### config.mk
export PLATFORM = sky130hd
export DESIGN_NAME = pts_mod_unit
export DESIGN_NICKNAME = d
export VERILOG_FILES = /design/src/hw/rtl/pts_pkg.sv /design/src/hw/rtl/pts_mod_unit.sv
export SDC_FILE = /design/constraint.sdc
export NUM_CORES = 1
export LEC_CHECK = 0
export ABC_AREA = 1
export BUFFER_PORTS_ARGS = -buffer_cell sky130_fd_sc_hd__buf_2
export CORE_ASPECT_RATIO = 1.25
export CORE_UTILIZATION = 53
export DETAILED_ROUTE_END_ITERATION = 8
export GPL_ROUTABILITY_DRIVEN = 0
export HOLD_SLACK_MARGIN = 0.08
export PLACE_DENSITY = 0.74
export SLEW_MARGIN = 10
export SYNTH_ARGS = -nofsm -noshare
export SYNTH_HDL_FRONTEND = slang
export SYNTH_SLANG_ARGS = --single-unit
### constraint.sdc
create_clock -name clk -period 3.1 [get_ports clk]
set_clock_uncertainty 0.1 [all_clocks]
set_input_delay 0.155 -clock clk [delete_from_list [all_inputs] [get_ports clk]]
set_output_delay 0.155 -clock clk [all_outputs]
set_load 0.05 [all_outputs]
### src/hw/rtl/pts_pkg.sv
// shared constants and types for the periodic tick flag scheduler
`timescale 1ns / 1ps

package pts_pkg;

    localparam int SLOTS_DEFAULT = 4;
    localparam int TICK_W        = 32;
    localparam int PERIOD_W      = 16;
    localparam int ACTIVE_W      = 3;
    localparam int SLOT_IDX_W    = 2;
    localparam int CFG_INDEX_W   = 3;
    localparam int CFG_DATA_W    = 16;

    typedef enum logic {
        CMD_TICK  = 1'b0,
        CMD_SERVE = 1'b1
    } pts_cmd_t;

    localparam logic [CFG_INDEX_W-1:0] REG_ACTIVE_SLOTS = 3'd0;
    localparam logic [CFG_INDEX_W-1:0] REG_PERIOD_SLOT0 = 3'd1;

    typedef struct packed {
        logic done;
        logic zero;
    } pts_mod_stat_t;

endpackage

### src/hw/rtl/pts_mod_unit.sv
// shared bit-serial remainder unit: tick value modulo a channel period
`timescale 1ns / 1ps

module pts_mod_unit
    import pts_pkg::*;
(
    input  logic                clk,
    input  logic                rst_n,
    input  logic                start,
    input  logic [TICK_W-1:0]   dividend,
    input  logic [PERIOD_W-1:0] divisor,
    output pts_mod_stat_t       stat
);

    localparam int CNT_W = $clog2(TICK_W);

    logic                busy_reg;
    logic                done_reg;
    logic [CNT_W-1:0]    cnt_reg;
    logic [TICK_W-1:0]   dvd_reg;
    logic [PERIOD_W-1:0] dsr_reg;
    logic [PERIOD_W-1:0] rem_reg;

    logic [PERIOD_W:0]   trial;
    logic [PERIOD_W:0]   diff;
    logic [PERIOD_W-1:0] rem_next;

    // restoring step: shift in one dividend bit, subtract if it fits
    always_comb
    begin
        trial    = {rem_reg, dvd_reg[TICK_W-1]};
        diff     = trial - {1'b0, dsr_reg};
        rem_next = diff[PERIOD_W] ? trial[PERIOD_W-1:0] : diff[PERIOD_W-1:0];
    end

    always_ff @(posedge clk or negedge rst_n)
    begin
        if (!rst_n)
        begin
            busy_reg <= 1'b0;
            done_reg <= 1'b0;
            cnt_reg  <= '0;
        end
        else
        begin
            // one-cycle pulse after the final step
            done_reg <= busy_reg && (cnt_reg == '0);
            if (busy_reg)
            begin
                rem_reg <= rem_next;
                dvd_reg <= {dvd_reg[TICK_W-2:0], 1'b0};
                cnt_reg <= cnt_reg - 1'b1;
                if (cnt_reg == '0)
                begin
                    busy_reg <= 1'b0;
                end
            end
            else if (start)
            begin
                dvd_reg  <= dividend;
                dsr_reg  <= divisor;
                rem_reg  <= '0;
                cnt_reg  <= CNT_W'(TICK_W - 1);
                busy_reg <= 1'b1;
            end
        end
    end

    assign stat.done = done_reg;
    assign stat.zero = (rem_reg == '0);

endmodule

==> results.cfg, run 1 <==
[grt]
grt_pass1_vias = 3621
antenna_found_initial = 0
grt_overflow = 0
grt_max_degree = 33
grt_use_total_pct = 26.09
grt_pass1_wl_um = 15860

[sta]
holdWs_ns = 0.4112
period_share_pct = 76.18
fin_ws_ns = 0.7386
rsz0062_at_grt = no
tightest_slew_ns = 0.7115
finalSetupViolCount = 0
period_minus_slack_ns = 2.361
final_max_slew_viol_count = 0
finalSetupTns_ns = 0
slew_headroom_pct = 52.56
hold_violations = 0
fmax_mhz = 423.5

[logic_synthesis]
synth-async-reset-ratio_pct = 9.859
syn-num-nets = 532
ys.flop_type = edfxtp_1
yosys.cell_types.count = 30
yosysWarnings = 0
syn_inst = 462
avgSynthCellArea_um2 = 8.918
synth.cell_area_um2 = 4120
synth_edf_count = 64
ys_ff_latch = 71
ys_seq_area_share_pct = 50.90

[min_path]
holdPathStages = 1
min_from = cnt_reg[3]$_DFFE_PN0N_
hold_end = cnt_reg[3]$_DFFE_PN0N_
hold_path_class = reg -> reg

[floorplanning]
core_area_um2 = 7445
die_w_um = 80.86
die_area_um2 = 8132
rows = 35
die_h_um = 100.6
start_util_pct = 55.34
pin_count = 53

[worst_setup_path]
critical_path.startpoint_type = primary input
reg2reg_to = rem_reg[0]$_SDFFCE_PN0P_
ff2ff_setup_slack_ns = 0.81
worstPathMaxFanout = 30
worstPathRequired_ns = 3.03
path_class = in -> reg
r2r-start = dvd_reg[31]$_DFFE_PP_
critPathArrivalTime_ns = 2.29
end_kind = register
r2r_cells = 13

[cells_and_area]
antenna_cells = 0
largest_reg_flops = 32
fin_nets = 642
fin_area_um2 = 5218
fillCellCount = 570
area_growth_pct = 26.63
layout-drive-gt1-share_pct = 15.94

[clock_tree]
hold_buffers = 52
clock_latency_ns = 0.34
cts_tree = yes
cts_resized = 0
numCtsBuffers = 9
clock-sinks = 71
clock-root-buffer = clkbuf_8
clockBufferDepth = 2
cts_max_level = 3
clk_pin_slew_ns = 0.07
cts_setup_buffers = 0

[routing]
ant_nets = 0
vias = 3469
dr.first_iter.drc_count = 174
drc = 0
avgViaCountPerCell = 5.185
first_pass_iters = 4
routedWlPerCell_um = 14.18
postRouteWirelength_um = 9486

[placement]
placed_area_um2 = 4516
port_buffers = 52
place_worst_setup_slack_ns = 0.8177
hpwl_um = 6162

[pwr]
ir_drop_mv = 0.5539
powerDensity_nw_per_um2 = 924.7
leakage_nw = 2.608

[outcome]
status = complete, no violations

[run]
drv_cap = 0
## layer usage
| metal | track usage [%] | routed length [um] |
|---|---|---|
| met2 | 47.19 | 4995 |
| met3 | 4.706 | 390 |
| met5 | 0 | 0 |
| met1 | 29.26 | 3784 |
| met4 | 11.81 | 315 |
## power by group
part,leakage (nW),switching (W),internal [W]
clock network,0.0937,0.000335,0.000357
registers,0.699,0.000213,0.00152
logic,1.82,0.00146,0.000936
## layout make-up
type,instances,area (um^2),area share [%]
Sequential cell,71,2097,40.19
Multi-Input combinational cell,293,1663,31.87
Timing Repair Buffer,109,830.8,15.92
Inverter,88,330.3,6.331
Clock buffer,15,176.4,3.381
Tap cell,92,115.1,2.206
Clock inverter,1,5.005,0.09592
## worst max path at each step
stage | depth (start not counted) | start | endpoint | slack [ns]
floorplan | 3 | busy_reg$_DFF_PN0_ | dvd_reg[10]$_DFFE_PP_ | 0.65
global placement | 13 | dvd_reg[31]$_DFFE_PP_ | rem_reg[15]$_SDFFCE_PN0P_ | 0.87
detailed placement | 13 | dvd_reg[31]$_DFFE_PP_ | rem_reg[0]$_SDFFCE_PN0P_ | 0.82
CTS | 6 | rst_n | dvd_reg[12]$_DFFE_PP_ | 0.75
global route | 13 | dvd_reg[31]$_DFFE_PP_ | rem_reg[0]$_SDFFCE_PN0P_ | 0.61
finish | 6 | rst_n | dvd_reg[23]$_DFFE_PP_ | 0.74
## Yosys cell counts (all sizes together), types with 2 or more instances
cell type  count  area share, %
nand2        129             13
inv           88            8.0
edfxtp        64             47
nor2          47            4.3
nand3         33            4.6
a22o          31            6.6
ha            18            5.5
a21oi         10            1.6
dfrtp          7            4.3
nor3           7            1.1
o21ai          6           0.73
buf            5           0.64
clkbuf         5           0.46
nand4          4           0.61
xnor2          2           0.43
## critical path, stage by stage
cell           delay (ns)
dlygate4sd3_1        0.52
dlygate4sd3_1        0.54
buf_2                0.21
inv_1                0.12
nor2_4               0.46
buf_12               0.27
## metrics by stage
step / instances / utilization [%] / power, W
finish: 669 / 70.08 / 0.004824
global route: 669 / 70.08 / 0.005246
CTS: 669 / 70.08 / 0.004776
detailed placement: 601 / 60.66 / 0.004037
global placement: 601 / 60.66 / 0.003955
floorplan: 462 / - / 0.003509
## cells in the final DEF, fill, tap and decap left out, drive strengths merged
cell / count
buf: 57
a22o: 31
fa: 1
nor2: 47
o21ai: 6
ha: 18
nand3b: 1
a22oi: 1
edfxtp: 64
nor4: 1
nand3: 33
or2: 1
inv: 88
clkinv: 1
dlygate4sd3: 52
clkbuf: 15
nand2: 129
nor3: 7
dfrtp: 7
nand4: 4
xnor2: 2
xor2: 1
a21oi: 10
## logic make-up (layout without fill, tap and decap cells)
family | Yosys count | in the layout | share of synthesized area, %
AND/OR/NAND/NOR | 223 | 223 | 24.32
flip-flops | 71 | 71 | 50.90
AO/OA/AOI/OAI | 48 | 48 | 9.080
adder cells (fa/ha/maj) | 19 | 19 | 5.952
buffers and inverters | 98 | 213 | 9.110
XOR/XNOR | 3 | 3 | 0.6378
No activity file was read; power rests on OpenSTA's default activity.
==> run 2, diff against run 1 <==
--- a/config.mk
+++ b/config.mk
@@ -8,11 +8,11 @@
 export ABC_AREA = 1
 export BUFFER_PORTS_ARGS = -buffer_cell sky130_fd_sc_hd__buf_2
 export CORE_ASPECT_RATIO = 1.25
-export CORE_UTILIZATION = 53
+export CORE_UTILIZATION = 58
 export DETAILED_ROUTE_END_ITERATION = 8
 export GPL_ROUTABILITY_DRIVEN = 0
 export HOLD_SLACK_MARGIN = 0.08
-export PLACE_DENSITY = 0.74
+export PLACE_DENSITY = 0.77
 export SLEW_MARGIN = 10
 export SYNTH_ARGS = -nofsm -noshare
 export SYNTH_HDL_FRONTEND = slang
==> constraint.sdc (replaced) <==
create_clock -name clk -period 2.33 [get_ports clk]
set_clock_uncertainty 0.1 [all_clocks]
set_input_delay 0.1165 -clock clk [delete_from_list [all_inputs] [get_ports clk]]
set_output_delay 0.1165 -clock clk [all_outputs]
set_load 0.05 [all_outputs]
==> run 2 against run 1 <==
Against the previous run: design area grew 1.7%; cell count increased by 0.75%; non-clock buffer count rose by 5; first-iteration DRC count increased by 4.6%; total power increased by 37%; setup slack worse by 0.65 ns; global-route usage is 1.2 points higher; routed wire length rose by 3.0%; sequential cell count did not move; sequential share of layout area fell by 0.67 points; hold slack got worse by 0.022 ns; critical endpoint is now rem_reg[1]$_SDFFCE_PN0P_; largest cell class unchanged; largest power group unchanged; highest routed layer unchanged.
==> results.cfg, run 2 (synthesis results as in run 1) <==
[placement]
place_worst_setup_slack_ns = -0.01484
port_buffers = 52
placed_area_um2 = 4528
dpl.cell_count = 601
hpwl_um = 6128

[sta]
period_share_pct = 96.04
final_max_slew_viol_count = 0
period_minus_slack_ns = 2.238
hold_violations = 0
fmax_mhz = 446.9
finalSetupViolCount = 0
slew_headroom_pct = 68.00
fin_ws_ns = 0.09222
tightest_slew_ns = 0.4782

[worst_setup_path]
ff2ff_setup_slack_ns = 0.09
path_class = reg -> reg
end_kind = register
critical_path.startpoint_type = register
r2r_cells = 11
critPathArrivalTime_ns = 2.23
cp-startpoint = rem_reg[4]$_SDFFCE_PN0P_
worstPathRequired_ns = 2.32
r2r-start = rem_reg[4]$_SDFFCE_PN0P_
reg2reg_to = rem_reg[1]$_SDFFCE_PN0P_
worstPathMaxFanout = 9
critPathCapture = rem_reg[1]$_SDFFCE_PN0P_

[grt]
grt_pass1_vias = 3437
antenna_found_initial = 0
grt_pass1_wl_um = 15390
grt_use_total_pct = 27.27
grt_overflow = 0
grt_max_degree = 48

[min_path]
hold_path_class = reg -> reg

[clock_tree]
clk_pin_slew_ns = 0.07
clock-sinks = 71
numCtsBuffers = 9
clock_latency_ns = 0.33
clockBufferDepth = 2
clock-root-buffer = clkbuf_8
cts_max_level = 3
cts_tree = yes

[routing]
dr.first_iter.drc_count = 182
ant_nets = 0
routedWlPerCell_um = 14.50
first_pass_iters = 4
postRouteWirelength_um = 9775
drc = 0
avgViaCountPerCell = 5.266
vias = 3549

[cells_and_area]
antenna_cells = 0
finalNonFillerCells = 674
fin_nets = 649
largest_reg_flops = 32
final_cell_mix = nand2_1, inv_1, edfxtp_1, buf_2, dlygate4sd3_1
fin_area_um2 = 5306
area_growth_pct = 28.79
layout-drive-gt1-share_pct = 17.98
fillCellCount = 422
layout_commonest_cell = nand2_1

[pwr]
fin_total_pwr_w = 0.006596
powerDensity_nw_per_um2 = 1243
leakage_nw = 2.629
ir_drop_mv = 0.7769

[floorplanning]
die_area_um2 = 7447
pin_count = 53
rows = 34
die_h_um = 96.23
start_util_pct = 59.42
core_area_um2 = 6934
die_w_um = 77.39

[run]
drv_cap = 0

[outcome]
status = complete, no violations
==> run 2: power by group <==
group	switching, W	leakage (nW)	total (W)	internal, W
Sequential	0.000260	0.699	0.00228	0.00202
Combinational	0.00207	1.84	0.00341	0.00133
Clock	0.000432	0.0937	0.000907	0.000475
Total	0.00277	2.63	0.00660	0.00383
==> run 2: worst max-delay path: stages, from the launching register on <==
cell,delay [ns]
edfxtp_1,0.45
ha_1,0.37
nand2_1,0.09
nand2_1,0.08
a21oi_2,0.22
nand2_4,0.11
nand2_8,0.10
nand2_4,0.07
nand2_4,0.12
nand2_4,0.09
nor2_1,0.12
nor2_1,0.07
==> run 2: worst min path at each step <==
stage	from	endpoint	slack (ns)	cells past startpoint
final	cnt_reg[4]$_DFFE_PN0N_	done_reg$_DFF_PN0_	0.39	1
after floorplan	rst_n	busy_reg$_DFF_PN0_	-0.28	0
after global placement	rst_n	cnt_reg[4]$_DFFE_PN0N_	-0.13	1
after CTS	cnt_reg[4]$_DFFE_PN0N_	done_reg$_DFF_PN0_	0.35	1
after global routing	divisor[4]	dsr_reg[4]$_DFFE_PP_	0.38	2
after detailed placement	rst_n	done_reg$_DFF_PN0_	-0.13	1
==> run 2: what timing repair did <==
action | CTS | global route
gates resized for setup | 1 | 7
buffers inserted | 0 | 4
hold endpoints to repair | 59 | 0
gates cloned | 0 | 2
pin swaps | 0 | 6
setup endpoints to repair | 3 | 16
hold buffers | 51 | 0
==> run 2: stage by stage <==
step	TNS [ns]	hold WS, ns	utilization [%]
floorplan	0	-0.2791	-
global placement	0	-0.1297	65.30
detailed placement	-0.02221	-0.1282	65.30
CTS	0	0.3526	75.32
global route	-0.08076	0.3842	76.52
finish	0	0.3891	76.52
==> run 2: cell type report <==
cell class,instances,area [um^2],share of cell area (%)
Sequential cell,71,2097,39.52
Clock inverter,1,5.005,0.09432
Timing Repair Buffer,114,865.8,16.32
Inverter,88,330.3,6.225
Tap cell,90,112.6,2.122
Multi-Input combinational cell,295,1719,32.40
Clock buffer,15,176.4,3.325
==> run 2: routing by layer <==
layer,vias to the layer above,share of wire [%],global-route usage (%)
met3,18,5.0,3.981
met4,0,1.8,10.53
met2,137,54,52.29
met1,1649,39,30.47
met5,-,0,0
li1,1745,-,-
